--- src/rtl/core/bses_ram.sv ---
`default_nettype none
module bses_ram #(
  parameter int unsigned WIDTH = 8,
  parameter int unsigned DEPTH = 16,
  localparam int unsigned AW = (DEPTH > 1) ? $clog2(DEPTH) : 1
) (
  input  wire logic             clk_i,
  input  wire logic             we_i,
  input  wire logic [AW-1:0]    waddr_i,
  input  wire logic [WIDTH-1:0] wdata_i,
  input  wire logic [AW-1:0]    raddr_i,
  output logic      [WIDTH-1:0] rdata_o
);

  logic [WIDTH-1:0] mem_q [DEPTH];

  always_ff @(posedge clk_i) begin
    if (we_i) begin
      mem_q[waddr_i] <= wdata_i;
    end
    rdata_o <= mem_q[raddr_i];
  end

endmodule
`default_nettype wire

--- config.mk ---
export PLATFORM = sky130hd
export DESIGN_NAME = bses_ram
export DESIGN_NICKNAME = d
export VERILOG_FILES = /design/src/rtl/core/bses_ram.sv
export SDC_FILE = /design/constraint.sdc
export NUM_CORES = 1
export LEC_CHECK = 0
export ABC_AREA = 0
export BUFFER_PORTS_ARGS = -buffer_cell sky130_fd_sc_hd__buf_4
export CORE_ASPECT_RATIO = 0.7
export CORE_MARGIN = 10
export CORE_UTILIZATION = 57
export CTS_CLUSTER_DIAMETER = 60
export CTS_CLUSTER_SIZE = 24
export DETAILED_ROUTE_END_ITERATION = 7
export PLACE_DENSITY_LB_ADDON = 0.2
export REMOVE_ABC_BUFFERS = 1
export SYNTH_ARGS = -nofsm -noshare
export SYNTH_HDL_FRONTEND = slang
export SYNTH_SLANG_ARGS = --single-unit
--- constraint.sdc ---
create_clock -name clk_i -period 2.95 [get_ports clk_i]
set_input_delay 0.295 -clock clk_i [delete_from_list [all_inputs] [get_ports clk_i]]
set_output_delay 0.295 -clock clk_i [all_outputs]
set_load 0.02 [all_outputs]
==> flow_summary_export.csv <==
group,metric,value,unit
route,drtAntennaViolNets,0,
worst_setup_path,cpMaxStageDelayCell,"nor3_1",
placed_design,place.gp.congestion,0.849,
global_routing,antenna_found_initial,0,
sta,worstMarginPinSlew,1.04,ns
power_and_ir_drop,p_per_area,723,nW/µm²
sta,relSlewSlack,0.306,
cts,cts.sinks,136,
global_routing,grt_pass1_wl,14.6,mm
synth,yosysTopAreaCell,"edfxtp_1",
cts,h-tree-depth,4,
synth,syn_area,5150,µm²
floorplan,dieArea,13300,µm²
placed_design,io_buffers,25,
synth,yosys_warnings,0,
sta,setup_viol,0,
cells_and_area,fill_cells,562,
cells_and_area,layout_commonest_cell,"edfxtp_1",
cts,clock_tree.buffer_depth,2,
cells_and_area,drive_above_1_share,0.270,
route,drtIter0Drc,368,
worst_setup_path,critPathCaptureType,"register",
worst_setup_path,start_kind,"input pin",
worst_setup_path,critPathArrivalTime,1.63,ns
worst_setup_path,crit_top_cell,"buf_4",
synth,yosys_register_bits,136,
floorplan,core-area,8620,µm²
sta,slew_viol_final,0,
sta,hold_viol,0,
synth,avgSynthCellArea,22.5,µm²
run_status,outcome,"completed",
route,drc,0,
cts,tritoncts,"yes",
floorplan,rows,28,
cts,ctsResizeCount,0,
cells_and_area,syn_to_final_growth,16.4,%
global_routing,grt_max_degree,33,
cts,ctsHoldBuffers,0,
min_path,worstHoldPathType,"input pin to register",
synth,synth_top_area_share,0.747,
synth,synth.area.top_cells,"edfxtp_1 (75%), mux4_2 (7.9%), mux4_1 (7.1%)",
global_routing,globalRouteOverflowTotal,0,
sta,fin_worst_skew,0.00590,ns
sta,timing.fmax,0.662,GHz
floorplan,start_util,0.597,
power_and_ir_drop,irDropWorstVdd,0.483,mV
sta,fin_crit_sh,0.512,
cts,clk_pin_slew,0.05,ns
cts,cts_buffers,17,
route,firstDrtPassIters,5,
global_routing,track_usage,0.151,
floorplan,io_pins,26,
job,cap_violations,0,
floorplan,die_y,99.5,µm
route,via_per_inst,6.06,
power_and_ir_drop,power.leakage,2.02,nW
floorplan,die_w,134,µm
sta,rsz0062_at_grt,"false",
cells_and_area,diodes,0,
worst_setup_path,criticalPathCategory,"input pin to register",
worst_setup_path,cp_cell_sequence,"buf_4, nand3b_1, nor3_1, buf_4",
cells_and_area,layout.cells.non_filler,402,
route,dr_total_vias,2435,
synth,synthDistinctLibCells,19,
cells_and_area,nNetsFinal,287,
worst_setup_path,cp.required,3.07,ns
placed_design,dp_hpwl,5.92,mm
route,routed_wirelength,9.55,mm
cts,clock_latency,0.41,ns
sta,setup_tns,0,ns
worst_setup_path,path_buf_inv,2,
synth,syn_inst,229,
sta,fin_crit,1.51,ns
cts,cts-root-buf,"clkbuf_16",
global_routing,grt_pass1_vias,2465,
route,wl_per_cell,23.8,µm
synth,yosysSeqAreaShare,0.778,
worst_setup_path,critical_path.top_delay_family,"simple AND/OR/NAND/NOR gates",
placed_design,dpl.cell_count,370,
cts,cts_setup_buffers,0,
worst_setup_path,max_stage_delay,0.71,ns
worst_setup_path,critPathMaxFanout,5,
cells_and_area,final_cell_mix,"edfxtp_1 (128), buf_4 (31), mux4_2 (18)",
[logic make-up after synthesis]
family | after synthesis | share of synthesized area
flip-flops | 136 | 0.778
AND/OR/NAND/NOR | 35 | 0.0318
multiplexers | 32 | 0.150
AO/OA/AOI/OAI | 16 | 0.0233
buffers and inverters | 10 | 0.0168
[synth_stat cells]
cell type	count
or3b_2	1
nand2_1	9
clkdlybuf4s25_2	3
nand3b_1	2
nand3_1	1
buf_6	3
buf_2	3
and2_1	1
edfxtp_1	128
and2b_1	1
dfxtp_1	8
buf_4	1
mux4_2	18
nor2_1	13
nor2b_1	1
mux4_1	14
nand2b_1	2
a22oi_1	16
nor3_1	4
[per-stage QoR]
step	util	area [µm²]	total power (W)	worst slack, ns	hold WS [ns]
2_1_floorplan	-	5060	0.00231	1.16	0.394
5_1_grt	0.695	5990	0.00446	1.35	0.196
6_report	0.695	5990	0.00433	1.44	0.188
3_5_place_dp	0.632	5440	0.00243	1.02	0.614
4_1_cts	0.695	5990	0.00435	1.44	0.182
3_3_place_gp	0.632	5440	0.00243	0.997	0.606
[layout make-up]
class	count	area [µm²]	share of cell area
Sequential cell	136	4000	0.668
Multi-Input combinational cell	83	1060	0.177
Clock buffer	20	437	0.0729
Timing Repair Buffer	31	233	0.0389
Tap cell	120	150	0.0251
Clock inverter	12	109	0.0182
[where the power goes]
group,total [W],switching (W),internal [W]
Combinational,0.000214,0.000122,0.0000919
Sequential,0.00217,0.0000131,0.00216
Clock,0.00194,0.000722,0.00122
Total,0.00433,0.000857,0.00348
[state kept, by name, summed over array words and instances, names as in the netlist]
signal	count
mem_q	128
rdata_o	8
[final timing paths]
kind | from | endpoint | slack [ns] | cells after the start
setup / recovery | waddr_i[3] | mem_q[4][6]$_DFFE_PP_ | 1.44 | 4
hold / removal | wdata_i[5] | mem_q[13][5]$_DFFE_PP_ | 0.19 | 1
setup reg to reg | mem_q[1][0]$_DFFE_PP_ | rdata_o[0]$_DFF_P_ | 1.57 | 3
hold reg to reg | mem_q[14][1]$_DFFE_PP_ | rdata_o[1]$_DFF_P_ | 0.67 | 3
[metal layers]
layer / share of wire / global-route usage
met1: 0.42 / 0.202
met2: 0.47 / 0.224
met3: 0.096 / 0.0593
met4: 0.0047 / 0.0500
met5: 0 / 0
No activity file was read; power rests on OpenSTA's default activity.
