--- src/rtl/core/bses_cam.sv ---
`default_nettype none
module bses_cam #(
  parameter int unsigned NUM_OBJECTS = 16,
  localparam int unsigned EB = (NUM_OBJECTS > 1) ? $clog2(NUM_OBJECTS) : 1
) (
  input  wire logic          clk_i,
  input  wire logic          rst_ni,
  input  wire logic          lookup_i,
  input  wire logic [31:0]   key_i,
  input  wire logic          alloc_i,
  input  wire logic [EB-1:0] alloc_idx_i,
  input  wire logic [31:0]   alloc_key_i,
  output logic               hit_o,
  output logic      [EB-1:0] hit_idx_o,
  output logic               free_o,
  output logic      [EB-1:0] free_idx_o
);

  logic [NUM_OBJECTS-1:0] valid_q;
  logic [NUM_OBJECTS-1:0] hit_q;
  logic [31:0]            key_q [NUM_OBJECTS];

  always_ff @(posedge clk_i or negedge rst_ni) begin
    if (!rst_ni) begin
      valid_q <= '0;
      hit_q   <= '0;
    end else begin
      if (lookup_i) begin
        for (int i = 0; i < NUM_OBJECTS; i++) begin
          hit_q[i] <= valid_q[i] && (key_q[i] == key_i);
        end
      end
      if (alloc_i) begin
        valid_q[alloc_idx_i] <= 1'b1;
      end
    end
  end

  always_ff @(posedge clk_i) begin
    if (alloc_i) begin
      key_q[alloc_idx_i] <= alloc_key_i;
    end
  end

  always_comb begin
    hit_o      = 1'b0;
    hit_idx_o  = '0;
    free_o     = 1'b0;
    free_idx_o = '0;
    for (int i = NUM_OBJECTS - 1; i >= 0; i--) begin
      if (hit_q[i]) begin
        hit_o     = 1'b1;
        hit_idx_o = EB'(i);
      end
      if (!valid_q[i]) begin
        free_o     = 1'b1;
        free_idx_o = EB'(i);
      end
    end
  end

endmodule
`default_nettype wire

--- config.mk ---
export PLATFORM = sky130hd
export DESIGN_NAME = bses_cam
export DESIGN_NICKNAME = d
export VERILOG_FILES = /design/src/rtl/core/bses_cam.sv
export SDC_FILE = /design/constraint.sdc
export NUM_CORES = 1
export LEC_CHECK = 0
export ABC_AREA = 1
export CAP_MARGIN = 30
export CORE_UTILIZATION = 55
export DETAILED_ROUTE_END_ITERATION = 10
export DONT_BUFFER_PORTS = 1
export PLACE_DENSITY = 0.68
export REMOVE_ABC_BUFFERS = 1
export SETUP_SLACK_MARGIN = 0.5
export SYNTH_ARGS = -nofsm -noshare
export SYNTH_HDL_FRONTEND = slang
export SYNTH_SLANG_ARGS = --single-unit
--- constraint.sdc ---
create_clock -name clk_i -period 1.45 [get_ports clk_i]
set_input_delay 0.0725 -clock clk_i [delete_from_list [all_inputs] [get_ports clk_i]]
set_output_delay 0.0725 -clock clk_i [all_outputs]
set_load 0.01 [all_outputs]
==> results.md <==
- Outcome: finished, violations left
- Failing checks: negative hold slack, negative setup slack
- Synth Flop Type: edfxtp_1
- DPL Wire Length: 45100 µm
- Die H: 210 µm
- IO Port Bufs: 0
- Global Route met2 Usage: 0.542
- Clock Root Buffer: clkbuf_16
- Distinct cells, synth: 43
- Synthesized area: 23800 µm²
- Avg Inst Size Synth: 13.0 µm²
- Pre-CTS WS: -0.328 ns
- Number of global-route vias before repair: 15800
- Gr usage total: 0.327
- Initial antenna violation count: 3
- I/O pin count: 82
- Reg2reg start: valid_q[15]
- Tot Pwr: 0.0334 W
- Critical path arrival: 2.10 ns
- Top post-synthesis cells by area: edfxtp_1 65%, xor2_1 5.8%, nand2_1 4.2%
- Post-route DRC: 0
- Syn. warnings: 0
- Unrepaired setup endpoints after global routing: true
- Tcrit/Tclk final: 1.50
- Min cycle time layout: 2.18 ns
- Syn Inst Count: 1827
- # rows: 75
- Final hold vios: 15
- Wirelength per Cell: 26.3 µm
- CTS tree: built
- Drt via density: 5.96
- Largest area contributor in the netlist: edfxtp_1
- Total via count in the routed design: 16100
- Clock skew: 0.0246 ns
- Max clock buf depth: 3
- Total core area: 42300 µm²
- Largest net degree at the start of global routing: 34
- Clk slew on worst S/H paths: 0.06 ns
- H-tree depth: 2
- EDFF count, synth: 512
- CTS sink count: 544
- Clock Latency Late Sink: 0.63 ns
- Fin. max-slew vios: 0
- Final net count: 2149
- F_max: 459 MHz
- GR Util met3: 0.0516
- Chip width: 210 µm
- Hold Path Origin: key_i[2]
- Gp weighted congestion: 0.947
- Final hold slack: -0.230 ns
- Critical Path Start: hit_q[14]
- Peak VDD IR: 1.07 mV
- LEAKAGE: 10.2 nW
- Antenna Nets Post-Route: 0
- WP data required: 1.38 ns
- Element type at the critical path end: output port
- Max-capacitance violation count: 0
- Num CTS Buffers: 55
- Initial DRT Pass Iterations: 5
- Yosys top cell area share: 0.647
- Slew headroom: 0.330
- Startpoint Class: flop
- Crit Path Class: flop to output port
- Total wire length: 70900 µm
- GR Overflow Total: 0
- Top Usage Layer GRT: met2
- Worst Path Max Fanout: 3
- Initial DRC Count: 1707
- # setup viols final: 21
- # fillers: 2986
- Worst Tran Pin Value: 1.00 ns
- GR Util met1: 0.431
- #FFs+latches synth: 544
- Die ar.: 44000 µm²
- Area grow syn2layout: 21.1%
- Pwr/cell area: 1160 nW/µm²
- Sequential element share of the synthesized area: 0.681
- Min-delay worst type: input port to flop
- PnR worst setup slack: -0.727 ns
- Layout cell share with drive strength beyond 1: 0.245
- First-pass GRT wire length: 103000 µm
- Initial Utilization: 0.561
- Fraction of registers with async set/reset: 0.0588
[cells by family after synthesis]
| group | Yosys count | share of synthesized area |
|---|---|---|
| simple gates | 619 | 0.120 |
| buf+inv | 174 | 0.0434 |
| compound gates | 260 | 0.0709 |
| flops | 544 | 0.681 |
| xor+xnor | 230 | 0.0848 |
[placed cells by master, fill, tap and decap left out, drive strengths merged, types with 2 or more instances in the layout]
cell type     Yosys  routed
a211o             5       5
a211oi           39      39
a21oi            23      23
a221oi            8       8
a22o              2       2
buf              77     221
clkbuf            5      69
clkinv            1      27
clkinvlp          0       2
dfrtp            32      32
dlygate4sd3       0      45
dlymetal6s4s      0       9
edfxtp          512     512
inv              91      95
nand2           269     269
nand3            29      29
nand4            63      63
nor2            117     117
nor3             60      60
nor4             22      22
o2111ai          28      28
o211ai            3       3
o21ai           110     110
o22ai            36      36
o31ai             4       4
or2              57      57
xnor2            73      73
xor2            157     157
[area by class of cell]
type / instances / area (µm²) / area share
clock buffer: 69 / 1430 / 0.0497
inverter: 92 / 353 / 0.0123
multi-input combinational: 1109 / 7230 / 0.251
antenna: 1 / 2.50 / 0.0000870
tap: 577 / 722 / 0.0251
sequential: 544 / 16200 / 0.562
timing repair buffer: 275 / 2650 / 0.0921
clock inverter: 33 / 209 / 0.00726
[final timing paths]
path	to	slack, ns	depth (start not counted)
min reg2reg	hit_q[8]	0.50	2
min	hit_q[15]	-0.23	3
max in group asynchronous	hit_q[13]	0.71	3
max reg2reg	hit_q[15]	-0.31	9
max	hit_idx_o[0]	-0.73	17
min in group asynchronous	hit_q[10]	0.52	3
[power breakdown]
group | leakage [nW] | switching, W | internal [W]
logic | 4.41 | 0.00153 | 0.000980
clock network | 0.795 | 0.00602 | 0.00718
registers | 4.99 | 0.000146 | 0.0175
[flip-flops by register name (all words and copies together), names as in the netlist]
register	flops
key_q	512
hit_q	16
valid_q	16
[metal layers]
metal,part of all wire,vias up
li1,-,7121
met1,0.38,7963
met2,0.49,853
met3,0.092,139
met4,0.040,4
met5,0.00038,-
[cell usage after synthesis, types with 4 or more instances]
library cell    n
nor3_2          7
nand2_1       268
xor2_1        157
o22ai_1        35
or2_0           4
nor2_1        117
edfxtp_1      512
buf_2          26
dfrtp_1        32
inv_1          72
or2_2          52
clkbuf_1        5
nor4_1         19
xnor2_1        73
buf_6          34
buf_4          14
a211oi_2        5
a211o_1         5
o21ai_0        73
inv_2          17
o31ai_2         4
a211oi_1       34
nand3_1        29
nand4_1        63
a21oi_1        23
a221oi_1        7
nor3_1         53
o21ai_1        37
o2111ai_1      28
[worst max-delay path, cell delays in order, from the launching register on]
cell,delay [ns]
dfrtp_1,0.37
inv_2,0.07
nand2_1,0.05
nand2_1,0.05
nand2_1,0.06
nand2_1,0.06
nand2_1,0.05
nand2_1,0.05
nand2_1,0.04
nand2_1,0.05
nand2_1,0.04
nand2_1,0.05
nand2_1,0.05
nand2_1,0.06
nand2_1,0.05
a21oi_2,0.14
buf_4,0.13
buf_6,0.09
[metrics by stage]
stage	instances	hold slack, ns	instance area [µm²]	setup TNS, ns	utilization
floorplan	1745	-0.223	23100	-324.40	-
global placement	2513	-0.222	25700	-1.73	0.607
detailed placement	2513	-0.222	25700	-2.09	0.607
CTS	2677	-0.247	28300	-10.98	0.668
global route	2700	-0.230	28800	-7.99	0.680
finish	2700	-0.230	28800	-6.05	0.680
[what timing repair did]
item	4_1_cts	5_1_grt
endpoints found under the hold margin	574	15
buffers inserted	10	18
pin swaps	43	72
resized for setup	95	83
setup endpoints to repair	26	90
hold buffers	52	3
Power figures use the tool's default switching activity.
